--- src/rtl/bdel_pkg.sv ---
// ----------------------------------------------------------------------------
// bdel_pkg
// shared types and constants for the button debounce and event latch block
// ----------------------------------------------------------------------------
package bdel_pkg;

    localparam int NUM_BUTTONS_DEF = 4;
    localparam int HISTORY_LEN_DEF = 8;
    localparam int OP_W            = 2;
    localparam int BUZZ_W          = 16;
    localparam int TICK_W          = 8;

    typedef enum logic [OP_W-1:0] {
        OP_TICK    = 2'd0,
        OP_CONSUME = 2'd1,
        OP_BUZZ    = 2'd2
    } op_t;

    // decoded command of one accepted transfer
    typedef struct packed {
        logic accept;
        logic tick;
        logic consume;
        logic buzz;
    } bdel_cmd_t;

endpackage

--- src/rtl/bdel_if.sv ---
// ----------------------------------------------------------------------------
// bdel_req_if / bdel_rsp_if
// valid/ready channels carrying request items and result items
// ----------------------------------------------------------------------------
interface bdel_req_if #(
    parameter int NUM_BUTTONS = bdel_pkg::NUM_BUTTONS_DEF
);
    logic                        valid;
    logic                        ready;
    logic [bdel_pkg::OP_W-1:0]   op;
    logic [NUM_BUTTONS-1:0]      button_levels;
    logic [NUM_BUTTONS-1:0]      consume_mask;
    logic [bdel_pkg::BUZZ_W-1:0] buzz_ms;

    modport source (output valid, op, button_levels, consume_mask, buzz_ms, input ready);
    modport sink   (input valid, op, button_levels, consume_mask, buzz_ms, output ready);
endinterface

interface bdel_rsp_if #(
    parameter int NUM_BUTTONS = bdel_pkg::NUM_BUTTONS_DEF
);
    logic                        valid;
    logic                        ready;
    logic [NUM_BUTTONS-1:0]      debounced_state;
    logic [NUM_BUTTONS-1:0]      pending_events;
    logic                        consume_hit;
    logic                        buzzer_on;
    logic [bdel_pkg::TICK_W-1:0] tick_count;

    modport source (output valid, debounced_state, pending_events, consume_hit, buzzer_on,
                    tick_count, input ready);
    modport sink   (input valid, debounced_state, pending_events, consume_hit, buzzer_on,
                    tick_count, output ready);
endinterface

--- src/rtl/bdel_lane.sv ---
// ----------------------------------------------------------------------------
// bdel_lane
// one button: sample history shift register and debounced state bit
// ----------------------------------------------------------------------------
module bdel_lane #(
    parameter int HISTORY_LEN = bdel_pkg::HISTORY_LEN_DEF
) (
    input  logic clk,
    input  logic rst_n,
    input  logic tick,
    input  logic level,
    output logic stable_q,
    output logic stable_d
);

    logic [HISTORY_LEN-1:0] hist_reg;
    logic [HISTORY_LEN-1:0] hist_next;
    logic                   stable_reg;
    logic                   stable_next;

    always_comb
    begin
        hist_next   = hist_reg;
        stable_next = stable_reg;
        if (tick)
        begin
            hist_next = {hist_reg[HISTORY_LEN-2:0], level};
            if (hist_next == '0)
            begin
                stable_next = 1'b0;
            end
            else if (hist_next == '1)
            begin
                stable_next = 1'b1;
            end
        end
    end

    always_ff @(posedge clk or negedge rst_n)
    begin
        if (!rst_n)
        begin
            hist_reg   <= '0;
            stable_reg <= 1'b0;
        end
        else
        begin
            hist_reg   <= hist_next;
            stable_reg <= stable_next;
        end
    end

    assign stable_q = stable_reg;
    assign stable_d = stable_next;

    // debounced bit always agrees with a saturated history
    a_full_hist_stable : assert property (@(posedge clk) disable iff (!rst_n)
        hist_reg == '1 |-> stable_reg)
        else $error("history all ones but debounced bit low");

    a_empty_hist_clear : assert property (@(posedge clk) disable iff (!rst_n)
        hist_reg == '0 |-> !stable_reg)
        else $error("history all zeros but debounced bit high");

endmodule

--- src/rtl/bdel_merge.sv ---
// ----------------------------------------------------------------------------
// bdel_merge
// combines lane results: event latch, buzzer countdown, tick counter, result register
// ----------------------------------------------------------------------------
module bdel_merge #(
    parameter int NUM_BUTTONS = bdel_pkg::NUM_BUTTONS_DEF
) (
    input  logic                        clk,
    input  logic                        rst_n,
    input  bdel_pkg::bdel_cmd_t         cmd,
    input  logic [NUM_BUTTONS-1:0]      consume_mask,
    input  logic [bdel_pkg::BUZZ_W-1:0] buzz_ms,
    input  logic [NUM_BUTTONS-1:0]      stable_q,
    input  logic [NUM_BUTTONS-1:0]      stable_d,
    output logic                        out_free,
    bdel_rsp_if.source                  rsp
);

    logic [NUM_BUTTONS-1:0]      event_reg;
    logic [NUM_BUTTONS-1:0]      event_next;
    logic [bdel_pkg::BUZZ_W-1:0] buzz_remaining_reg;
    logic [bdel_pkg::BUZZ_W-1:0] buzz_remaining_next;
    logic                        buzz_drive_reg;
    logic                        buzz_drive_next;
    logic [bdel_pkg::TICK_W-1:0] tick_count_reg;
    logic [bdel_pkg::TICK_W-1:0] tick_count_next;
    logic                        hit;

    logic                        valid_reg;
    logic                        valid_next;
    logic [NUM_BUTTONS-1:0]      out_state_reg;
    logic [NUM_BUTTONS-1:0]      out_events_reg;
    logic                        out_hit_reg;
    logic                        out_buzz_reg;
    logic [bdel_pkg::TICK_W-1:0] out_tick_reg;

    always_comb
    begin
        event_next          = event_reg;
        buzz_remaining_next = buzz_remaining_reg;
        buzz_drive_next     = buzz_drive_reg;
        tick_count_next     = tick_count_reg;
        hit                 = 1'b0;
        if (cmd.tick)
        begin
            tick_count_next = tick_count_reg + bdel_pkg::TICK_W'(1);
            event_next      = event_reg | (stable_q ^ stable_d);
            if (buzz_remaining_reg != '0)
            begin
                buzz_remaining_next = buzz_remaining_reg - bdel_pkg::BUZZ_W'(1);
                if (buzz_remaining_next == '0)
                begin
                    buzz_drive_next = 1'b0;
                end
            end
        end
        if (cmd.consume)
        begin
            hit        = |(event_reg & consume_mask);
            event_next = event_reg & ~consume_mask;
        end
        if (cmd.buzz)
        begin
            buzz_remaining_next = buzz_ms;
            buzz_drive_next     = (buzz_ms != '0);
        end
    end

    // result register: loads on every accepted transfer, drains when taken
    always_comb
    begin
        valid_next = valid_reg;
        if (cmd.accept)
        begin
            valid_next = 1'b1;
        end
        else if (rsp.ready)
        begin
            valid_next = 1'b0;
        end
    end

    always_ff @(posedge clk or negedge rst_n)
    begin
        if (!rst_n)
        begin
            event_reg          <= '0;
            buzz_remaining_reg <= '0;
            buzz_drive_reg     <= 1'b0;
            tick_count_reg     <= '0;
            valid_reg          <= 1'b0;
        end
        else
        begin
            event_reg          <= event_next;
            buzz_remaining_reg <= buzz_remaining_next;
            buzz_drive_reg     <= buzz_drive_next;
            tick_count_reg     <= tick_count_next;
            valid_reg          <= valid_next;
        end
    end

    always_ff @(posedge clk)
    begin
        if (cmd.accept)
        begin
            out_state_reg  <= stable_d;
            out_events_reg <= event_next;
            out_hit_reg    <= hit;
            out_buzz_reg   <= buzz_drive_next;
            out_tick_reg   <= tick_count_next;
        end
    end

    assign out_free            = !valid_reg || rsp.ready;
    assign rsp.valid           = valid_reg;
    assign rsp.debounced_state = out_state_reg;
    assign rsp.pending_events  = out_events_reg;
    assign rsp.consume_hit     = out_hit_reg;
    assign rsp.buzzer_on       = out_buzz_reg;
    assign rsp.tick_count      = out_tick_reg;

    a_buzz_has_count : assert property (@(posedge clk) disable iff (!rst_n)
        buzz_drive_reg |-> buzz_remaining_reg != '0)
        else $error("buzzer driven with empty countdown");

    a_consume_clears : assert property (@(posedge clk) disable iff (!rst_n)
        cmd.consume |=> (event_reg & $past(consume_mask)) == '0)
        else $error("consumed event bits still pending");

    a_tick_counts : assert property (@(posedge clk) disable iff (!rst_n)
        cmd.tick |=> tick_count_reg == $past(tick_count_reg) + bdel_pkg::TICK_W'(1))
        else $error("tick counter did not advance");

endmodule

--- src/rtl/button_debounce_event_latch.sv ---
// ----------------------------------------------------------------------------
// button_debounce_event_latch
// per-button shift-register debounce with event latch, buzzer countdown and tick counter
// ----------------------------------------------------------------------------
// an accepted request transfer has its result on rsp in the cycle after it
// throughput: one item per cycle while req.ready is high; all state updates in the accepting cycle
// the single result register is the only buffer; req.ready is low only while
// a result waits and rsp.ready is low
// reset: asynchronous active-low rst_n clears histories, debounced bits, events,
// countdown, buzzer and tick counter, and empties the result register
module button_debounce_event_latch #(
    parameter int NUM_BUTTONS = bdel_pkg::NUM_BUTTONS_DEF,
    parameter int HISTORY_LEN = bdel_pkg::HISTORY_LEN_DEF
) (
    input  logic       clk,
    input  logic       rst_n,
    bdel_req_if.sink   req,
    bdel_rsp_if.source rsp
);

    bdel_pkg::bdel_cmd_t    cmd;
    logic                   out_free;
    logic [NUM_BUTTONS-1:0] stable_q;
    logic [NUM_BUTTONS-1:0] stable_d;

    // a new request is taken whenever the result register is empty or draining
    assign req.ready = out_free;

    // decode the op of an accepted transfer; the unused code changes no state but still yields a result
    always_comb
    begin
        cmd         = '0;
        cmd.accept  = req.valid && req.ready;
        case (req.op)
            bdel_pkg::OP_TICK:    cmd.tick    = cmd.accept;
            bdel_pkg::OP_CONSUME: cmd.consume = cmd.accept;
            bdel_pkg::OP_BUZZ:    cmd.buzz    = cmd.accept;
            default:              cmd.tick    = 1'b0;
        endcase
    end

    // one debounce lane per button, all shifting on the same tick
    for (genvar b = 0; b < NUM_BUTTONS; b++)
    begin : g_lane
        bdel_lane #(
            .HISTORY_LEN (HISTORY_LEN)
        ) u_lane (
            .clk      (clk),
            .rst_n    (rst_n),
            .tick     (cmd.tick),
            .level    (req.button_levels[b]),
            .stable_q (stable_q[b]),
            .stable_d (stable_d[b])
        );
    end

    // merging stage: event latch from lane edges, buzzer, counter, result register
    bdel_merge #(
        .NUM_BUTTONS (NUM_BUTTONS)
    ) u_merge (
        .clk          (clk),
        .rst_n        (rst_n),
        .cmd          (cmd),
        .consume_mask (req.consume_mask),
        .buzz_ms      (req.buzz_ms),
        .stable_q     (stable_q),
        .stable_d     (stable_d),
        .out_free     (out_free),
        .rsp          (rsp)
    );

endmodule

--- src/flat_wrapper.sv ---
// flat-port wrapper written by rule: the top's interface ports become plain ports
module button_debounce_event_latch_flat 
#(
    parameter int NUM_BUTTONS = bdel_pkg::NUM_BUTTONS_DEF,
    parameter int HISTORY_LEN = bdel_pkg::HISTORY_LEN_DEF
)
  (clk, rst_n, req_valid, req_op, req_button_levels, req_consume_mask, req_buzz_ms, req_ready, rsp_valid, rsp_debounced_state, rsp_pending_events, rsp_consume_hit, rsp_buzzer_on, rsp_tick_count, rsp_ready);
  bdel_req_if #(.NUM_BUTTONS(NUM_BUTTONS)) req_i ();
  bdel_rsp_if #(.NUM_BUTTONS(NUM_BUTTONS)) rsp_i ();
  input  logic clk;
  input  logic rst_n;
  input wire logic [$bits(req_i.valid)-1:0] req_valid;
  input wire logic [$bits(req_i.op)-1:0] req_op;
  input wire logic [$bits(req_i.button_levels)-1:0] req_button_levels;
  input wire logic [$bits(req_i.consume_mask)-1:0] req_consume_mask;
  input wire logic [$bits(req_i.buzz_ms)-1:0] req_buzz_ms;
  output wire logic [$bits(req_i.ready)-1:0] req_ready;
  output wire logic [$bits(rsp_i.valid)-1:0] rsp_valid;
  output wire logic [$bits(rsp_i.debounced_state)-1:0] rsp_debounced_state;
  output wire logic [$bits(rsp_i.pending_events)-1:0] rsp_pending_events;
  output wire logic [$bits(rsp_i.consume_hit)-1:0] rsp_consume_hit;
  output wire logic [$bits(rsp_i.buzzer_on)-1:0] rsp_buzzer_on;
  output wire logic [$bits(rsp_i.tick_count)-1:0] rsp_tick_count;
  input wire logic [$bits(rsp_i.ready)-1:0] rsp_ready;
  assign req_i.valid = req_valid;
  assign req_i.op = req_op;
  assign req_i.button_levels = req_button_levels;
  assign req_i.consume_mask = req_consume_mask;
  assign req_i.buzz_ms = req_buzz_ms;
  assign req_ready = req_i.ready;
  assign rsp_valid = rsp_i.valid;
  assign rsp_debounced_state = rsp_i.debounced_state;
  assign rsp_pending_events = rsp_i.pending_events;
  assign rsp_consume_hit = rsp_i.consume_hit;
  assign rsp_buzzer_on = rsp_i.buzzer_on;
  assign rsp_tick_count = rsp_i.tick_count;
  assign rsp_i.ready = rsp_ready;
  button_debounce_event_latch #(.NUM_BUTTONS(NUM_BUTTONS), .HISTORY_LEN(HISTORY_LEN)) u_core (.clk(clk), .rst_n(rst_n), .req(req_i), .rsp(rsp_i));
endmodule
--- config.mk ---
export PLATFORM = sky130hd
export DESIGN_NAME = button_debounce_event_latch_flat
export DESIGN_NICKNAME = d
export VERILOG_FILES = /design/src/rtl/bdel_pkg.sv /design/src/rtl/bdel_if.sv /design/src/rtl/bdel_lane.sv /design/src/rtl/bdel_merge.sv /design/src/rtl/button_debounce_event_latch.sv /design/src/flat_wrapper.sv
export SDC_FILE = /design/constraint.sdc
export NUM_CORES = 1
export LEC_CHECK = 0
export BUFFER_PORTS_ARGS = -buffer_cell sky130_fd_sc_hd__buf_2
export CELL_PAD_IN_SITES_DETAIL_PLACEMENT = 1
export CELL_PAD_IN_SITES_GLOBAL_PLACEMENT = 2
export CORE_MARGIN = 1
export CORE_UTILIZATION = 39
export CTS_BUF_LIST = sky130_fd_sc_hd__clkbuf_16
export DETAILED_ROUTE_END_ITERATION = 8
export PLACE_DENSITY = 0.85
export SYNTH_ARGS = -nofsm -noshare
export SYNTH_HDL_FRONTEND = slang
export SYNTH_SLANG_ARGS = --single-unit
--- constraint.sdc ---
create_clock -name clk -period 5.3 [get_ports clk]
set_input_delay 0 -clock clk [delete_from_list [all_inputs] [get_ports clk]]
set_output_delay 0 -clock clk [all_outputs]
set_load 0.02 [all_outputs]
## After elaboration in Yosys (flattened, before gate mapping)

Index checks and enable logic that the tools add are counted.
Widths: inputs -> output; s select.

| storage, ports and cells | value |
|---|---|
| register bits | 80 |
| input bits | 30 |
| logic and storage cells | 74 |

| cells by class | value |
|---|---|
| mux-type cells | 27 |
| $add $sub $neg | 2 |
| equality and inequality tests | 6 |
| bitwise logic cells | 5 |
| reduce and logical (&&, ||, !) cells | 16 |

Operators with widths:

| kind | number |
|---|---|
| $mux 16 | 3 |
| $eq 8x8->1 const B | 4 |
| $logic_not 8->1 | 4 |
| $reduce_bool 16->1 | 2 |
| $mux 1 | 21 |
| $logic_not 16->1 | 1 |
| $sub 16x1->16 const B | 1 |
| $add 8x1->8 const B | 1 |
| $and 4x4->4 | 2 |
| $mux 4 | 2 |
| $mux 8 | 1 |
| $reduce_bool 2->1 | 3 |
| $not 4->4 | 1 |
| $or 4x4->4 | 1 |
| $reduce_or 4->1 | 1 |
| $xor 4x4->4 | 1 |
| $eq 2x1->1 const B | 1 |
| $eq 2x2->1 const B | 1 |
| $logic_not 2->1 | 1 |
| $reduce_and 2->1 | 1 |
| $logic_and 1x1->1 | 1 |
| $logic_not 1->1 | 1 |
| $logic_or 1x1->1 | 1 |

## Depth between registers and ports, before layout

Gate-level depths: netlist of the first run.

| logic depth | value |
|---|---|
| word-level depth | 9 |
| gate-level depth with buffers | 8 |

## By module

A second synthesis of the first run with hierarchy kept.

| second synthesis, totals | value |
|---|---|
| cell total of the unflattened synthesis | 315 |
| area total of the unflattened synthesis | 3823.7 um^2 |

Modules (own cells, without submodules):

| module | area each (um^2) | instances | seq. area each (um^2) | cells each |
|---|---|---|---|---|
| bdel_merge | 2371.0 | 1 | 1291.2 | 219 |
| bdel_lane | 352.8 | 4 | 200.2 | 23 |
| button_debounce_event_latch | 41.3 | 1 | 0.0 | 4 |

## Worst setup path before layout of the first run

Ideal clock, no wire load.

| timing | value |
|---|---|
| kind | register to register |
| start | register u_core.u_merge.buzz_remaining_reg[2] (netlist name) |
| end | register u_core.u_merge.buzz_remaining_reg[11] (netlist name) |
| setup slack | 2941 ps |
| clock period less this slack | 2359 ps |
| arrival | 2233 ps |
| data required time | 5174 ps |
| library setup time | 126 ps |
| cell stages (with the launch flop) | 8 |
| buffers on the path | 2 |
| cells stage by stage | dfrtp_1 buf_6 or4_4 or2_1 buf_6 or4_4 a31o_1 a221o_1 |

| between the ends | value |
|---|---|
| longest elaborated chain between the ends | 4 |

RTL lines:

| what | line | text |
|---|---|---|
| start: declaration | bdel_merge.sv:21 | `logic [bdel_pkg::BUZZ_W-1:0] buzz_remaining_reg;` |
| start signal: assignment | bdel_merge.sv:96 | `buzz_remaining_reg <= buzz_remaining_next;` |
| $sub 16x1->16 | bdel_merge.sv:50 | `buzz_remaining_next = buzz_remaining_reg - bdel_pkg::BUZZ_W'(1);` |
| $mux 16 | bdel_merge.sv:48 | `if (buzz_remaining_reg != '0)` |
| $mux 16 | bdel_merge.sv:44 | `if (cmd.tick)` |
| $mux 16 | bdel_merge.sv:62 | `if (cmd.buzz)` |

Several ways; a longest one is shown, not always the timed one. The select of a mux whose other input is x is not followed.
A chain may end at the register's enable or synchronous reset.

## Worst setup path after layout of the first run

| timing | value |
|---|---|
| start | register u_core.u_merge.buzz_remaining_reg[0] (netlist name) |
| end | register u_core.u_merge.buzz_remaining_reg[7] (netlist name) |

The elaborated chain is that of the path after synthesis.

==> results of run 1 <==
-- stage by stage --
stage / hold slack (ns) / cell area [um^2]
3_3_place_gp: 0.2252 / 4098
5_1_grt: 0.04702 / 4614
2_1_floorplan: -0.2956 / 3719
6_report: 0.02759 / 4614
3_5_place_dp: 0.2312 / 4098
4_1_cts: 0.02727 / 4614
-- logic make-up after synthesis --
logic type      Yosys count  synth area share, %
buf+inv                  19                2.322
simple gates            206                26.75
compound gates           54                9.354
flops                    80                56.26
fa+ha+maj                 3                1.010
xor+xnor                 16                3.769
mux                       2               0.5384
-- routing by layer --
layer	global-route usage (%)	wire, um
met5	0	0
met4	7.919	180
met3	3.584	349
met2	34.78	4661
met1	27.48	4533
-- worst reg2reg max path, stage by stage, from the launching register on --
cell and delay (ns):
dfrtp_1 0.46, inv_1 0.09, ha_1 0.25, nor3b_1 0.44, nand4_2 0.34, nand2_1 0.49
o21ai_0 0.18, a221o_1 0.31
-- power by group --
part           internal [W]  switching, W
Sequential         0.000737      0.000126
Clock              0.000313      0.000243
Combinational      0.000136      0.000166
-- cell usage in the layout (no fill, tap or decap), types with 3 or more instances in the layout --
cell	instances
nand2_1	108
dfrtp_1	62
buf_2	49
dlygate4sd3_1	25
edfxtp_1	18
nand3_1	17
nor2_1	16
a21oi_1	15
o21ai_0	15
nor4_1	13
nand4_1	11
xnor2_1	9
clkbuf_16	9
nor3_1	8
inv_1	7
xor2_1	7
or4_1	5
buf_4	4
nand2b_1	3
nand3b_1	3
a22o_1	3
or4_4	3
a22oi_1	3
a221o_1	3
ha_1	3
-- area by class of cell --
class	count	area [um^2]
clock buffer	9	225.2
clock inverter	7	41.29
fill	1090	4626
inverter	5	18.77
multi-input combinational	281	1550
sequential	80	2092
tap	129	161.4
timing repair buffer	78	525.5
-- worst min-delay path by stage --
stage               depth (start not counted)           startpoint                                    end  slack, ns
detailed placement                          3      req_buzz_ms[10]  u_core.u_merge.buzz_remaining_reg[10]       0.23
floorplan                                   0                rst_n    u_core.g_lane[0].u_lane.hist_reg[0]      -0.30
global placement                            3      req_buzz_ms[10]  u_core.u_merge.buzz_remaining_reg[10]       0.23
finish                                      3  req_consume_mask[0]            u_core.u_merge.event_reg[0]       0.03
CTS                                         3  req_consume_mask[0]            u_core.u_merge.event_reg[0]       0.03
global route                                3  req_consume_mask[0]            u_core.u_merge.event_reg[0]       0.05
-- timing repair --
action                    CTS  global route
hold buffers               25             0
hold endpoints to repair   85             0
setup buffers               0             0
gates resized for setup     0             0
==> out/qor.txt, run 1 <==
Maximum clock insertion buffer count: 2
Util after Layout: 49.94%
Syn Inst Count: 380
Final cell count without fillers: 589
Power, Total: 0.001720 W
Initial antenna violation count: 0
#FFs+latches synth: 80
Post-Synthesis Cell Area: 3719 um^2
Max Clock Freq: 375.2 MHz
Setup TNS: 0 ns
Worst r2r path cells: 7
Max reg flops: 28
Share of cells above drive strength 1: 16.52%
Largest delay share family, worst path: simple AND/OR/NAND/NOR gates
Clock root buffer: clkbuf_16
Slew Limit Headroom: 32.59%
Area grow syn2layout: 24.09%
Fin worst setup slack: 2.635 ns
RSZ-0062 raised after global routing: no
HPWL after DPL: 6298 um
Max Cap Viol: 0
Routability congestion estimate from global placement: 0.7752
Number of global-route vias before repair: 3235
Dpl cells: 548
Die area: 9929 um^2
Setup slack at placement: 2.710 ns
Synth area leaders: dfrtp_1, edfxtp_1, nand2_1
Worst-Margin Slew: 1.011 ns
Total grt overflow: 0
# rows: 35
Number of synthesis warnings: 0
Top-area cell type share of the netlist area: 41.72%
Sequential fraction of the synthesis area: 56.26%
Worst vdd ir: 151.7 uV
N_diodes: 0
WP depth: 7
CP startpoint: u_core.u_merge.buzz_remaining_reg[0]
CP endpoint: u_core.u_merge.buzz_remaining_reg[7]
Post-Route WL: 9724 um
EDFF count, synth: 18
Worst r2r src: u_core.u_merge.buzz_remaining_reg[0]
Fin. max-slew vios: 0
Worst Setup End Kind: register
Syn_nets: 413
Initial core utilization: 40.24%
Vias: 3169
Yosys cell types: 48
H-tree Lvls: 3
Core Region: 9240 um^2
GR Util All Layers: 20.94%
Residual DRC: 0
Worst Hold Class: in2reg
Final Net Count: 488
RR Endpoint: u_core.u_merge.buzz_remaining_reg[7]
Status: finished clean
Vias per inst: 5.380
Synth area leader: dfrtp_1
Number of buffers added on ports: 49
Avg Inst Size Synth: 9.786 um^2
Die Y-Extent: 99.65 um
CP peak stage delay: 0.48 ns
First-pass GRT wire length: 16090 um
Leak: 2.005 nW
Most common cell in the netlist: nand2_1
TritonCTS Sinks: 80
1st-iter DRT viols: 96
Drt pass-1 iters: 4
Final Skew: 0.009482 ns
CTS tree: built
Worst-path cell chain: inv_1 > ha_1 > nor3b_1 > nand4_2 > nand2_1 > o21ai_0 > a221o_1
Clock-pin slew on the worst setup and hold paths: 0.06 ns
Fin. Hold Viols: 0
Routed wire per std cell: 16.51 um
Critical Path RT: 5.51 ns
CTS Buf Count: 9
Setup Viol. Count Final: 0
Async S/R FF share, synth: 77.50%
Clk_lat worst skew: 0.33 ns
Pin count of the biggest net entering global routing: 63
Crit path time final: 2.665 ns
Post-DRT Antenna Nets: 0
Worst Path Arrival: 2.87 ns
Power per Cell Area: 372.8 nW/um^2
Critical path buffers and inverters: 1
Final worst path period share: 50.28%
R2R Setup Slk: 2.63 ns
Top-Level Pins: 50
WS Path Type: reg2reg
Ys flop type: dfrtp_1
Worst-path maximum fanout: 12
Crit path max-delay cell type: nand2_1
Post-synth top cells: nand2_1, dfrtp_1, edfxtp_1
Startpoint Class: register
Die W: 99.65 um
Note: power is estimated with default switching activity, not from simulation.
==> inputs of run 2 (changes only) <==
Settings changed: CORE_UTILIZATION 39 to 33, PLACE_DENSITY 0.85 to 0.77.
Clock period 5.3 ns to 2.2 ns, I/O delays scaled along.
==> run 2 against run 1 <==
Compared with the run above:
- the run now ends with negative setup slack left
- sequential power is 130% higher
- total power increased to 2.7 times the previous value
- die area grew 18%
- clock power rose to 2.9 times the previous value
- wire length grew 9.7%
- critical endpoint is now u_core.u_merge.buzz_remaining_reg[11]
==> out/qor.txt, run 2 (synthesized netlist as in run 1, its figures left out) <==
Maximum clock insertion buffer count: 2 (unchanged)
Final worst path period share: 101.6% (+51 points)
CTS Buf Count: 9 (unchanged)
Routability congestion estimate from global placement: 0.8494 (+9.6%)
Worst r2r path cells: 5 (-2)
Slew Limit Headroom: 49.27% (+17 points)
# rows: 38 (+8.6%)
Max Clock Freq: 447.6 MHz (+19%)
CTS tree: built
Area grow syn2layout: 34.93%
Power per Cell Area: 935.0 nW/um^2 (+150%)
Worst vdd ir: 345.5 uV (+130%)
Fin. Hold Viols: 0 (unchanged)
Setup TNS: -0.06082 ns (-0.06082 ns)
Status: finished with violations
RR Endpoint: u_core.u_merge.buzz_remaining_reg[11]
Fin worst setup slack: -0.03434 ns (-2.669 ns)
Post-Route WL: 10660 um (+9.7%)
Initial antenna violation count: 0 (unchanged)
Worst-Margin Slew: 0.7609 ns (-0.2502 ns)
Vias: 3338 (+5.3%)
Top-Level Pins: 50 (unchanged)
Worst Path Arrival: 2.46 ns (-0.41 ns)
Most common cell after layout, fill and taps aside: nand2_1
Most frequent cells in the layout: nand2_1, dfrtp_1, buf_2
Worst Setup End Kind: register
Die area: 11700 um^2 (+18%)
Fin. max-slew vios: 0 (unchanged)
Worst r2r src: u_core.u_merge.buzz_remaining_reg[1]
HPWL after DPL: 7354 um (+17%)
Routed wire per std cell: 16.74 um (+1.4%)
Post-DRT Antenna Nets: 0 (unchanged)
N_diodes: 0 (unchanged)
Failing checks: negative setup slack
Clk_lat worst skew: 0.34 ns (about the same)
Final Net Count: 525 (+7.6%)
Min-Delay Path Depth: 2 (-1)
Max Cap Viol: 0 (unchanged)
TritonCTS Sinks: 80 (unchanged)
Residual DRC: 0 (unchanged)
Clock-pin slew on the worst setup and hold paths: 0.06 ns (about the same)
H-tree Lvls: 3 (unchanged)
GR Util All Layers: 20.18% (-0.76 points)
Initial core utilization: 34.15% (-6.1 points)
Core Region: 10890 um^2 (+18%)
Die Y-Extent: 108.2 um (+8.5%)
Die W: 108.2 um (+8.5%)
Critical Path RT: 2.43 ns (-3.08 ns)
Pin count of the biggest net entering global routing: 35 (-44%)
Drt pass-1 iters: 4 (unchanged)
Number of global-route vias before repair: 3480 (+7.6%)
Clock root buffer: clkbuf_16
Worst Hold Class: in2reg
RSZ-0062 raised after global routing: yes
Share of cells above drive strength 1: 25.15% (+8.6 points)
WS Path Type: reg2reg
1st-iter DRT viols: 124 (+29%)
R2R Setup Slk: -0.03 ns (-2.67 ns)
Startpoint Class: register
Hold endpoint: u_core.u_merge.buzz_remaining_reg[14]
Setup Viol. Count Final: 2 (+2)
Crit path time final: 2.234 ns (-0.4307 ns)
Vias per inst: 5.240 (-2.6%)
Worst-path maximum fanout: 4 (-8)
Total grt overflow: 0 (unchanged)
WHS: 0.02006 ns (-0.007533 ns)
Min-delay src: req_op[1]
Final Skew: 0.005755 ns (-0.003727 ns)
First-pass GRT wire length: 17780 um (+11%)
Leak: 2.233 nW (+11%)
Number of buffers added on ports: 49 (unchanged)
Max reg flops: 28 (unchanged)
==> run 2: changes by cell type in the layout (fill, tap and decap cells not counted), moves of 2 or more <==
cell / before / now
o21ai_0: 15 / 13
or3_4: 0 / 2
or4_4: 3 / 5
or4_1: 5 / 3
inv_6: 0 / 2
clkinvlp_4: 2 / 0
buf_4: 4 / 41
or3_1: 2 / 0
bufinv_16: 0 / 2
==> run 2: timing repair <==
item / 4_1_cts / 5_1_grt
hold endpoints to repair: 51 / 0
resized for setup: 6 / 8
hold buffers: 24 / 0
buffers inserted: 1 / 1
endpoints found under the setup margin: 4 / 10
pin swaps: 9 / 4
==> run 2: metal layers <==
metal | routed length, um | global-route usage, % | part of all wire, %
met1 | 4786 | 25.66 | 45
met2 | 5328 | 33.58 | 50
met3 | 280 | 2.833 | 2.6
met4 | 267 | 9.980 | 2.5
met5 | 0 | 0 | 0
==> run 2: critical path, stage by stage (launching register included) <==
cell	delay (ns)
dfrtp_1	0.41
or4_4	0.53
or2_4	0.27
or4_4	0.42
a31o_1	0.20
a221o_1	0.29
==> run 2: how the worst max path moves through the flow <==
| stage | startpoint | to | cells past startpoint |
|---|---|---|---|
| finish | u_core.u_merge.buzz_remaining_reg[1] | u_core.u_merge.buzz_remaining_reg[11] | 5 |
| global route | u_core.u_merge.buzz_remaining_reg[2] | u_core.u_merge.buzz_remaining_reg[11] | 5 |
| CTS | u_core.u_merge.buzz_remaining_reg[9] | u_core.u_merge.buzz_remaining_reg[15] | 5 |
| detailed placement | u_core.u_merge.buzz_remaining_reg[1] | u_core.u_merge.buzz_remaining_reg[11] | 5 |
| global placement | u_core.u_merge.buzz_remaining_reg[1] | u_core.u_merge.buzz_remaining_reg[11] | 5 |
| floorplan | u_core.u_merge.buzz_remaining_reg[0] | u_core.u_merge.buzz_remaining_reg[11] | 6 |
==> run 2: through the flow <==
step	cells	area, um^2	total power [W]	setup slack, ns	utilization [%]
5_1_grt	637	5017	0.004932	-0.07805	46.08
3_3_place_gp	595	4394	0.002951	-0.05015	40.36
6_report	637	5017	0.004691	-0.03434	46.08
2_1_floorplan	380	3719	0.002528	-0.1370	-
4_1_cts	636	4984	0.004696	-0.07633	45.77
3_5_place_dp	595	4394	0.003001	-0.1115	40.36
==> run 2: final cells by class <==
cell class	instances	area, um^2
fill	1273	5871
sequential	80	2092
multi-input combinational	281	1598
timing repair buffer	115	813.3
clock buffer	9	225.2
tap	140	175.2
clock inverter	7	95.09
inverter	5	18.77
==> run 2: where the power goes <==
group / internal [W] / switching (W)
combinational: 0.000501 / 0.000563
sequential: 0.00178 / 0.000227
clock: 0.000998 / 0.000627
total: 0.00327 / 0.00142
